`src/rtl/pvmf_pkg.sv`:
```
// ----------------------------------------------------------------------------
// pvmf_pkg: shared types and constants of the port vlan membership filter
// item and table entry layouts, command, verdict and register codes,
// and the per-command result rule
// ----------------------------------------------------------------------------
package pvmf_pkg;

    localparam int VID_W   = 12;
    localparam int CNT_W   = 5;
    localparam int SLOT_W  = 4;
    localparam int CFG_A_W = 3;
    localparam int CFG_D_W = 12;

    // command codes
    localparam logic [1:0] CMD_WRITE   = 2'd0;
    localparam logic [1:0] CMD_INGRESS = 2'd1;
    localparam logic [1:0] CMD_EGRESS  = 2'd2;
    localparam logic [1:0] CMD_QUERY   = 2'd3;

    // verdict codes
    localparam logic [1:0] VERDICT_PASS  = 2'd0;
    localparam logic [1:0] VERDICT_VALID = 2'd1;
    localparam logic [1:0] VERDICT_DROP  = 2'd2;

    // configuration register indexes
    localparam logic [CFG_A_W-1:0] REG_BRIDGE_PRESENT    = 3'd0;
    localparam logic [CFG_A_W-1:0] REG_FILTERING_ENABLED = 3'd1;
    localparam logic [CFG_A_W-1:0] REG_PROTO_IS_AD       = 3'd2;
    localparam logic [CFG_A_W-1:0] REG_PORT_DEFAULT_VID  = 3'd3;
    localparam logic [CFG_A_W-1:0] REG_ENTRY_COUNT       = 3'd4;
    localparam logic [CFG_A_W-1:0] REG_TABLE_PRESENT     = 3'd5;

    typedef struct packed {
        logic [1:0]        cmd;
        logic [VID_W-1:0]  vlan_id;
        logic              tag_present;
        logic              tag_is_ad;
        logic [SLOT_W-1:0] entry_index;
        logic              entry_untagged;
        logic              entry_forwarding;
        logic              entry_tunnel;
    } t_in_item;

    typedef struct packed {
        logic [1:0]       verdict;
        logic [VID_W-1:0] result_vid;
        logic             out_tag_present;
        logic             out_tag_is_ad;
        logic             is_forwarding;
        logic             has_tunnel;
    } t_out_item;

    // one membership table slot
    typedef struct packed {
        logic             tunnel;
        logic             forwarding;
        logic             untagged;
        logic [VID_W-1:0] vid;
    } t_entry;

    localparam int ENTRY_W = $bits(t_entry);

    // result of one command given the lookup outcome
    function automatic t_out_item f_result(
        input logic [1:0]       cmd,
        input logic             bpfe,
        input logic             tbl,
        input logic             proto,
        input logic             drop_now,
        input logic [VID_W-1:0] want,
        input logic             hit,
        input t_entry           ent
    );
        t_out_item res;
        res = '0;
        unique case (cmd)
            CMD_WRITE: begin
                res = '0;
            end
            CMD_INGRESS: begin
                if (bpfe) begin
                    if (!drop_now && hit) begin
                        res.verdict    = VERDICT_VALID;
                        res.result_vid = want;
                    end else begin
                        res.verdict = VERDICT_DROP;
                    end
                end
            end
            CMD_EGRESS: begin
                if (bpfe) begin
                    if (!hit) begin
                        res.verdict = VERDICT_DROP;
                    end else if (!ent.untagged) begin
                        res.verdict         = VERDICT_VALID;
                        res.result_vid      = want;
                        res.out_tag_present = 1'b1;
                        res.out_tag_is_ad   = proto;
                    end
                end
            end
            CMD_QUERY: begin
                if (!tbl) begin
                    res.is_forwarding = 1'b1;
                end else if (hit) begin
                    res.is_forwarding = ent.forwarding;
                    res.has_tunnel    = ent.tunnel;
                end
            end
            default: begin
                res = '0;
            end
        endcase
        return res;
    endfunction

endpackage

```
`src/rtl/port_vlan_membership_filter_unit.sv`:
```
// ----------------------------------------------------------------------------
// port_vlan_membership_filter_unit: bridge port vlan membership filter
// holds the port's vlan membership table and answers write, ingress,
// egress and query commands by a sequential scan of the table
// ----------------------------------------------------------------------------
// usage
//   input channel (i_in_valid / o_in_stall / i_in_data): one command per
//   transfer; o_in_stall is high while a command is being worked on
//   output channel (o_out_valid / i_out_stall / o_out_data): exactly one
//   result per command, in command order
//   config channel (i_cfg_valid / o_cfg_ready / i_cfg_index / i_cfg_data):
//   register writes, always ready; the user must write only while no
//   command is in flight, which the block itself does not enforce
// command flow
//   write, and any command that needs no lookup: the result goes straight
//   to the output register, or the hold register if the receiver stalls;
//   the next command is accepted right away unless that result was parked
//   lookups: one shared 12-bit comparator walks the slots in order, one
//   slot per cycle over the registered-read table memory; a match ends the
//   walk early, and at most min(entry_count, MAX_VLANS) slots are read
// reset: control state and all config registers clear; table contents
//   stay undefined until written, no clearing pass
// receiver stall: a finished result waits in the output register; a second
//   finished result parks in a hold register and the block stalls its input
// ----------------------------------------------------------------------------
module port_vlan_membership_filter_unit
    import pvmf_pkg::*;
#(
    parameter int MAX_VLANS = 16
) (
    input  logic               i_clk,
    input  logic               i_rst_n,
    // command channel
    input  logic               i_in_valid,
    output logic               o_in_stall,
    input  t_in_item           i_in_data,
    // result channel
    output logic               o_out_valid,
    input  logic               i_out_stall,
    output t_out_item          o_out_data,
    // config channel
    input  logic               i_cfg_valid,
    output logic               o_cfg_ready,
    input  logic [CFG_A_W-1:0] i_cfg_index,
    input  logic [CFG_D_W-1:0] i_cfg_data
);

    localparam int AW = (MAX_VLANS > 1) ? $clog2(MAX_VLANS) : 1;

    // sequencer states
    localparam logic [1:0] S_IDLE = 2'd0;
    localparam logic [1:0] S_SCAN = 2'd1;
    localparam logic [1:0] S_HOLD = 2'd2;

    // config registers
    logic             r_bridge_present;
    logic             r_filtering_enabled;
    logic             r_proto_is_ad;
    logic [VID_W-1:0] r_port_default_vid;
    logic [CNT_W-1:0] r_entry_count;
    logic             r_table_present;

    // sequencer and command context
    logic [1:0]       r_state, n_state;
    logic [1:0]       r_cmd, n_cmd;
    logic [VID_W-1:0] r_want, n_want;
    logic [CNT_W-1:0] r_limit, n_limit;
    logic [CNT_W-1:0] r_idx, n_idx;
    logic             r_pend, n_pend;
    t_out_item        r_hold, n_hold;
    logic             r_out_valid, n_out_valid;
    t_out_item        r_out, n_out;

    logic             w_accept;
    logic             w_bpfe;
    logic             w_fallback;
    logic             w_drop_now;
    logic [VID_W-1:0] w_want;
    logic [CNT_W-1:0] w_limit;
    logic             w_need_scan;
    t_out_item        w_fixed_res;
    logic             w_out_free;
    logic             w_issue;
    logic             w_hit;
    logic             w_fin;
    t_out_item        w_scan_res;
    logic             w_wr_en;
    logic [AW-1:0]    w_wr_addr;
    logic [AW-1:0]    w_rd_addr;
    t_entry           w_wr_entry;
    t_entry           w_rd_entry;

    assign o_cfg_ready = 1'b1;

    // config register file
    always_ff @(posedge i_clk) begin
        if (!i_rst_n) begin
            r_bridge_present    <= 1'b0;
            r_filtering_enabled <= 1'b0;
            r_proto_is_ad       <= 1'b0;
            r_port_default_vid  <= '0;
            r_entry_count       <= '0;
            r_table_present     <= 1'b0;
        end else if (i_cfg_valid && o_cfg_ready) begin
            unique case (i_cfg_index)
                REG_BRIDGE_PRESENT:    r_bridge_present    <= i_cfg_data[0];
                REG_FILTERING_ENABLED: r_filtering_enabled <= i_cfg_data[0];
                REG_PROTO_IS_AD:       r_proto_is_ad       <= i_cfg_data[0];
                REG_PORT_DEFAULT_VID:  r_port_default_vid  <= i_cfg_data;
                REG_ENTRY_COUNT:       r_entry_count       <= i_cfg_data[CNT_W-1:0];
                REG_TABLE_PRESENT:     r_table_present     <= i_cfg_data[0];
                default: begin
                end
            endcase
        end
    end

    // command decode at transfer time
    assign w_accept   = i_in_valid && !o_in_stall;
    assign w_bpfe     = r_bridge_present && r_filtering_enabled;
    // ingress: untagged or wrong tag kind falls back to the pvid
    assign w_fallback = !i_in_data.tag_present || (i_in_data.tag_is_ad != r_proto_is_ad);
    assign w_want     = ((i_in_data.cmd == CMD_INGRESS) && w_fallback)
                        ? r_port_default_vid : i_in_data.vlan_id;
    assign w_drop_now = (i_in_data.cmd == CMD_INGRESS) && w_fallback
                        && (r_port_default_vid == '0);

    // slots taken into the walk, clamped to the table size
    assign w_limit = ({{(32-CNT_W){1'b0}}, r_entry_count} > 32'(MAX_VLANS))
                     ? CNT_W'(MAX_VLANS) : r_entry_count;

    always_comb begin
        w_need_scan = 1'b0;
        case (i_in_data.cmd)
            CMD_INGRESS: w_need_scan = w_bpfe && !w_drop_now;
            CMD_EGRESS:  w_need_scan = w_bpfe;
            CMD_QUERY:   w_need_scan = r_table_present;
            default:     w_need_scan = 1'b0;
        endcase
        // empty table: nothing to walk, answer as a miss
        if (w_limit == '0) begin
            w_need_scan = 1'b0;
        end
    end

    // answer when no lookup runs (or the lookup cannot hit)
    assign w_fixed_res = f_result(i_in_data.cmd, w_bpfe, r_table_present, r_proto_is_ad,
                                  w_drop_now, w_want, 1'b0, '0);

    // table writes, slots beyond the table size are dropped
    assign w_wr_en = w_accept && (i_in_data.cmd == CMD_WRITE)
                     && ({{(32-SLOT_W){1'b0}}, i_in_data.entry_index} < 32'(MAX_VLANS));

    assign w_wr_entry.tunnel     = i_in_data.entry_tunnel;
    assign w_wr_entry.forwarding = i_in_data.entry_forwarding;
    assign w_wr_entry.untagged   = i_in_data.entry_untagged;
    assign w_wr_entry.vid        = i_in_data.vlan_id;

    generate
        if (AW > SLOT_W) begin : g_wr_wide
            assign w_wr_addr = {{(AW-SLOT_W){1'b0}}, i_in_data.entry_index};
        end else begin : g_wr_narrow
            assign w_wr_addr = i_in_data.entry_index[AW-1:0];
        end
        if (AW > CNT_W) begin : g_rd_wide
            assign w_rd_addr = {{(AW-CNT_W){1'b0}}, r_idx};
        end else begin : g_rd_narrow
            assign w_rd_addr = r_idx[AW-1:0];
        end
    endgenerate

    pvmf_ram #(
        .WIDTH (ENTRY_W),
        .DEPTH (MAX_VLANS),
        .AW    (AW)
    ) u_table (
        .i_clk     (i_clk),
        .i_wr_en   (w_wr_en),
        .i_wr_addr (w_wr_addr),
        .i_wr_data (w_wr_entry),
        .i_rd_en   (w_issue),
        .i_rd_addr (w_rd_addr),
        .o_rd_data (w_rd_entry)
    );

    // walk: issue slot r_idx, compare the slot read last cycle
    assign w_issue    = (r_state == S_SCAN) && (r_idx != r_limit);
    assign w_hit      = r_pend && (w_rd_entry.vid == r_want);
    assign w_fin      = (r_state == S_SCAN) && (w_hit || !w_issue);
    assign w_scan_res = f_result(r_cmd, w_bpfe, r_table_present, r_proto_is_ad,
                                 1'b0, r_want, w_hit, w_rd_entry);

    assign w_out_free = !r_out_valid || !i_out_stall;

    always_comb begin
        n_state     = r_state;
        n_cmd       = r_cmd;
        n_want      = r_want;
        n_limit     = r_limit;
        n_idx       = r_idx;
        n_pend      = 1'b0;
        n_hold      = r_hold;
        n_out       = r_out;
        n_out_valid = r_out_valid && i_out_stall;

        unique case (r_state)
            S_IDLE: begin
                if (w_accept) begin
                    n_cmd   = i_in_data.cmd;
                    n_want  = w_want;
                    n_limit = w_limit;
                    n_idx   = '0;
                    if (w_need_scan) begin
                        n_state = S_SCAN;
                    end else if (w_out_free) begin
                        n_out       = w_fixed_res;
                        n_out_valid = 1'b1;
                    end else begin
                        n_hold  = w_fixed_res;
                        n_state = S_HOLD;
                    end
                end
            end
            S_SCAN: begin
                n_pend = w_issue && !w_fin;
                if (w_issue) begin
                    n_idx = r_idx + CNT_W'(1);
                end
                if (w_fin) begin
                    if (w_out_free) begin
                        n_out       = w_scan_res;
                        n_out_valid = 1'b1;
                        n_state     = S_IDLE;
                    end else begin
                        n_hold  = w_scan_res;
                        n_state = S_HOLD;
                    end
                end
            end
            S_HOLD: begin
                if (w_out_free) begin
                    n_out       = r_hold;
                    n_out_valid = 1'b1;
                    n_state     = S_IDLE;
                end
            end
            default: begin
                n_state = S_IDLE;
            end
        endcase
    end

    // control state
    always_ff @(posedge i_clk) begin
        if (!i_rst_n) begin
            r_state     <= S_IDLE;
            r_pend      <= 1'b0;
            r_out_valid <= 1'b0;
            r_idx       <= '0;
            r_limit     <= '0;
        end else begin
            r_state     <= n_state;
            r_pend      <= n_pend;
            r_out_valid <= n_out_valid;
            r_idx       <= n_idx;
            r_limit     <= n_limit;
        end
    end

    // payload
    always_ff @(posedge i_clk) begin
        r_cmd  <= n_cmd;
        r_want <= n_want;
        r_hold <= n_hold;
        r_out  <= n_out;
    end

    assign o_in_stall  = (r_state != S_IDLE);
    assign o_out_valid = r_out_valid;
    assign o_out_data  = r_out;

    // walk index never runs past the slot limit
    a_idx_bound: assert property (@(posedge i_clk) disable iff (!i_rst_n)
        (r_state == S_SCAN) |-> (r_idx <= r_limit))
        else $error("scan index beyond limit");

    // a compare only ever sees data from a read issued the cycle before
    a_pend_read: assert property (@(posedge i_clk) disable iff (!i_rst_n)
        r_pend |-> $past(w_issue))
        else $error("compare without a preceding read");

    // an accepted command either starts work or shows its result
    a_accept_moves: assert property (@(posedge i_clk) disable iff (!i_rst_n)
        w_accept |=> ((r_state != S_IDLE) || o_out_valid))
        else $error("accepted command vanished");

    // the hold register is only used while the output register is occupied
    a_hold_blocked: assert property (@(posedge i_clk) disable iff (!i_rst_n)
        (r_state == S_HOLD) |-> o_out_valid)
        else $error("result parked while output empty");

endmodule

```
`src/rtl/pvmf_ram.sv`:
```
// ----------------------------------------------------------------------------
// pvmf_ram: generic single-write, single-read memory
// one write port and one read port with registered read data
// ----------------------------------------------------------------------------
module pvmf_ram #(
    parameter int WIDTH = 15,
    parameter int DEPTH = 16,
    parameter int AW    = 4
) (
    input  logic             i_clk,
    input  logic             i_wr_en,
    input  logic [AW-1:0]    i_wr_addr,
    input  logic [WIDTH-1:0] i_wr_data,
    input  logic             i_rd_en,
    input  logic [AW-1:0]    i_rd_addr,
    output logic [WIDTH-1:0] o_rd_data
);

    logic [WIDTH-1:0] r_mem [DEPTH];
    logic [WIDTH-1:0] r_rd_data;

    always_ff @(posedge i_clk) begin
        if (i_wr_en) begin
            r_mem[i_wr_addr] <= i_wr_data;
        end
        if (i_rd_en) begin
            r_rd_data <= r_mem[i_rd_addr];
        end
    end

    assign o_rd_data = r_rd_data;

endmodule

```
`config.mk`:
```
export PLATFORM = sky130hd
export DESIGN_NAME = port_vlan_membership_filter_unit
export DESIGN_NICKNAME = d
export VERILOG_FILES = /design/src/rtl/pvmf_pkg.sv /design/src/rtl/port_vlan_membership_filter_unit.sv /design/src/rtl/pvmf_ram.sv
export SDC_FILE = /design/constraint.sdc
export NUM_CORES = 1
export LEC_CHECK = 0
export BUFFER_PORTS_ARGS = -buffer_cell sky130_fd_sc_hd__buf_2
export CORE_MARGIN = 1
export CORE_UTILIZATION = 61
export CTS_CLUSTER_DIAMETER = 100
export DETAILED_ROUTE_END_ITERATION = 12
export PLACE_DENSITY = 0.79
export SLEW_MARGIN = 10
export SYNTH_ARGS = -nofsm -noshare
export SYNTH_HDL_FRONTEND = slang
export SYNTH_SLANG_ARGS = --single-unit
```
`constraint.sdc`:
```
create_clock -name i_clk -period 4.5 [get_ports i_clk]
set_clock_uncertainty 0.1 [all_clocks]
set_input_delay 0.225 -clock i_clk [delete_from_list [all_inputs] [get_ports i_clk]]
set_output_delay 0.225 -clock i_clk [all_outputs]
set_load 0.03 [all_outputs]
```
==> impl_metrics.py <==
metrics = {
    "detailed_routing": {
        "drtIter0Drc": 514,
        "drt.antenna.violating_nets": 0,
        "detailroute.via_count": 7241,
        "vias_per_cell": 6.30,
        "wire_per_inst_um": 25.1,
        "first_pass_iters": 7,
        "drc_errors": 0,
        "wire_length_reported_by_the_detailed_router_um": 28900,
    },
    "die": {
        "die_height_um": 151,
        "fp_rows": 54,
        "io-pin-count": 64,
        "die_width_um": 151,
        "floorplan.die_area_mm2": 0.0229,
        "core-area_mm2": 0.0218,
        "initial_core_utilization_pct": 62.3,
    },
    "cts": {
        "cts-buffers-inserted": 35,
        "clk_path_buf_depth": 3,
        "tritoncts_num_sinks": 340,
        "clk_transition_reported_paths_ns": 0.06,
        "clock_tree.root_cell": "sky130_fd_sc_hd__clkbuf_16",
        "tritoncts_clock_tree": "done",
        "insertion_delay_ns": 0.50,
        "cts_max_level": 2,
    },
    "final_layout": {
        "ff_latch_area_mm2": 0.00986,
        "layoutNonFillerInstCount": 1150,
        "multiInputGateArea_mm2": 0.00352,
        "mostFrequentLayoutCell": "sky130_fd_sc_hd__edfxtp_1",
        "drive_above_1_share_pct": 26.6,
        "postLayoutCellArea_mm2": 0.0156,
        "layout.cells.most_common_list": "305 x sky130_fd_sc_hd__edfxtp_1, 73 x sky130_fd_sc_hd__mux4_2, 62 x sky130_fd_sc_hd__buf_2, 60 x sky130_fd_sc_hd__nor2_1, 42 x sky130_fd_sc_hd__nand2_1",
        "area.growth.synth_to_final_pct": 14.7,
        "layout.filler_cells": 1272,
        "layout.nets": 899,
    },
    "grt": {
        "antenna_found_initial": 4,
        "global_route.usage.total_pct": 26.4,
        "grt_pass1_vias": 7132,
        "grt_pass1_wl_um": 42600,
        "grt_start_max_net_pins": 55,
        "grt.overflow.total": 0,
    },
    "synth": {
        "synth_flop_cell": "sky130_fd_sc_hd__edfxtp_1",
        "synth-edff-count": 305,
        "mappedNetlistNets": 795,
        "yosys_cell_types": 55,
        "yosysWarningCount": 0,
        "synth_seq_cells": 340,
        "cell_count_after_synthesis": 739,
        "synth.avg_cell_area_um2": 18.4,
        "mapped_cell_area_mm2": 0.0136,
        "synth_async_sr_flop_share_pct": 0,
        "sequential_share_of_the_synthesized_area_pct": 72.6,
    },
    "power": {
        "power_density_mw_per_mm2": 424,
        "swShare_pct": 20.0,
        "p_clk_share_pct": 43.4,
        "power.net_switching_mw": 1.32,
        "power_frac_comb_pct": 3.7,
        "power_leakage_nw": 5.12,
        "power.internal_mw": 5.29,
        "vdd_drop_max_v": 0.000436,
        "proportion_of_power_drawn_by_flip_flops_and_latches_pct": 53.0,
    },
    "placement": {
        "dpl.cell_count": 1070,
        "detailedPlacementHpwl_um": 18400,
        "globalplace.congestion": 0.883,
        "placed_standard_cell_area_mm2": 0.0143,
        "setup_slack_at_placement_ns": 1.51,
        "place.port_buffers": 62,
    },
    "setup_path": {
        "timing.reg2reg.worst_path_depth": 8,
        "cp_slowest_cell": "sky130_fd_sc_hd__inv_1",
        "end_kind": "flop",
        "critPathKind": "flop to flop",
        "critical_path.max_stage_delay_ns": 0.57,
        "worst-path-max-fanout": 17,
        "crit_path_start_kind": "flop",
        "critical_path.cell_chain": "inv_1, ha_1, nand2_1, inv_1, nand2_1, or3_1, nor3_2, buf_4",
        "worstPathRequired_ns": 4.59,
        "worstPathArrival_ns": 3.07,
    },
    "sta": {
        "final_setup_violation_count": 0,
        "fmax_mhz": 335,
        "headroom_to_the_max_slew_limit_pct": 20.5,
        "timing.final.max_slew_violations": 0,
        "timing_worst_slew_pin_value_ns": 1.18,
        "final_hold_viol_count": 0,
        "setup_repair_after_global_routing_missed_its_margin": "false",
        "final.min_clock_period_ns": 2.99,
        "finalCritPeriodShare_pct": 66.3,
        "final.setup.tns_ns": 0,
        "post_route_setup_slack_ns": 1.51,
    },
    "min_path": {
        "min_delay_path_depth": 1,
        "hold_path.class": "primary input to flop",
    },
    "run": {
        "maxCapViolations": 0,
    },
    "outcome": {
        "outcome": "finished, final reports clean",
    },
}
[critical path: cells and delay by family, from the launching register on]
kind          cells  cell delay [ns]
fa+ha+maj         1             0.30
buf+inv           3             0.96
flops             1             0.32
simple gates      4             0.99
[registers in the layout (all words and copies together) (netlist names), 2 cells and up]
signal and cells:
u_table.o_rd_data 15, r_want 12, o_out_data 18, r_limit 5
r_hold 18, r_cmd 2, u_table.r_mem 240, r_entry_count 5
r_idx 5, r_state 2, r_port_default_vid 12
[power groups by stage]
stage / clock (mW) / sequential (mW) / combinational (mW)
2_1_floorplan: 0 / 3.59 / 0.0927
3_3_place_gp: 0 / 3.57 / 0.222
3_5_place_dp: 0 / 3.57 / 0.231
4_1_cts: 2.90 / 3.50 / 0.244
5_1_grt: 3.02 / 3.51 / 0.262
6_report: 2.87 / 3.50 / 0.243
[per-layer routing]
layer  up-vias  wire length [µm]  global-route usage (%)
li1       3134                 -                       -
met4         2               784                    9.35
met1      3672             11000                    34.9
met5         -                13                       0
met3        56              2600                    5.45
met2       377             14500                    43.8
[metrics by stage]
| stage | power (mW) | hold slack, ns | util, % |
|---|---|---|---|
| 2_1_floorplan | 3.69 | 0.224 | - |
| 3_3_place_gp | 3.79 | 0.366 | 65.4 |
| 3_5_place_dp | 3.80 | 0.365 | 65.4 |
| 4_1_cts | 6.65 | 0.0124 | 71.4 |
| 5_1_grt | 6.78 | 0.0273 | 71.4 |
| 6_report | 6.62 | 0.0274 | 71.4 |
[kinds of logic (layout without fill, tap and decap cells)]
kind of cell,Yosys count,in the layout,share of synthesized area [%]
muxes,97,97,14.2
other,1,2,0.0276
DFF,340,340,72.6
buffers and inverters,46,176,1.74
AOI/OAI and AO/OA,58,58,2.89
and+or+nand+nor,163,163,6.02
xor gates and xnor gates,21,21,1.35
adders and majority gates,13,13,1.20
[cell usage after synthesis (2+ instances only)]
cell type,count,area share (%)
sky130_fd_sc_hd__and4b_1,2,0.15
sky130_fd_sc_hd__nand4b_1,2,0.13
sky130_fd_sc_hd__nand4_1,5,0.23
sky130_fd_sc_hd__clkbuf_1,16,0.44
sky130_fd_sc_hd__nor2_1,60,1.7
sky130_fd_sc_hd__mux4_2,73,12
sky130_fd_sc_hd__mux2_2,12,0.99
sky130_fd_sc_hd__nand2_1,42,1.2
sky130_fd_sc_hd__nor3_1,6,0.22
sky130_fd_sc_hd__buf_4,4,0.22
sky130_fd_sc_hd__edfxtp_1,305,67
sky130_fd_sc_hd__a21oi_1,25,0.92
sky130_fd_sc_hd__o21ai_0,5,0.18
sky130_fd_sc_hd__o211ai_1,2,0.11
sky130_fd_sc_hd__ha_1,13,1.2
sky130_fd_sc_hd__nor4_1,5,0.23
sky130_fd_sc_hd__buf_2,6,0.22
sky130_fd_sc_hd__inv_1,11,0.30
sky130_fd_sc_hd__nor4bb_1,3,0.22
sky130_fd_sc_hd__mux2i_1,10,0.74
sky130_fd_sc_hd__nor3b_1,4,0.22
sky130_fd_sc_hd__buf_1,3,0.083
sky130_fd_sc_hd__nand3_1,7,0.26
sky130_fd_sc_hd__xor2_1,8,0.52
sky130_fd_sc_hd__buf_6,4,0.33
sky130_fd_sc_hd__mux4_1,2,0.39
sky130_fd_sc_hd__and2_1,17,0.78
sky130_fd_sc_hd__a22oi_1,12,0.66
sky130_fd_sc_hd__xnor2_1,13,0.84
sky130_fd_sc_hd__dfxtp_1,35,5.2
sky130_fd_sc_hd__nand2b_1,3,0.14
[path summary, 6_finish.rpt]
path | startpoint | endpoint | slack (ns)
worst min-delay path | i_in_data[2] | u_table.r_mem[0][12]$_DFFE_PP_ | 0.03
worst max-delay path | r_state[0]$_SDFFE_PN0P_ | u_table.r_mem[0][14]$_DFFE_PP_ | 1.51
worst max register to register | r_state[0]$_SDFFE_PN0P_ | u_table.r_mem[0][14]$_DFFE_PP_ | 1.51
worst min register to register | r_limit[4]$_SDFFE_PN0P_ | r_limit[4]$_SDFFE_PN0P_ | 0.38
[final cells by class]
cell class	instances	area share, %
antenna	1	0.0161
clock buffer	47	6.45
clock inverter	16	0.939
inverter	12	0.289
multi-input combinational	353	22.6
sequential	340	63.3
tap	280	2.25
timing repair buffer	101	4.21
[what timing repair did]
| item | CTS | global route |
|---|---|---|
| buffers inserted | 0 | 0 |
| gates resized for setup | 0 | 0 |
| hold buffers | 16 | 0 |
| hold endpoints to repair | 25 | 0 |
No activity file was read; power rests on OpenSTA's default activity.
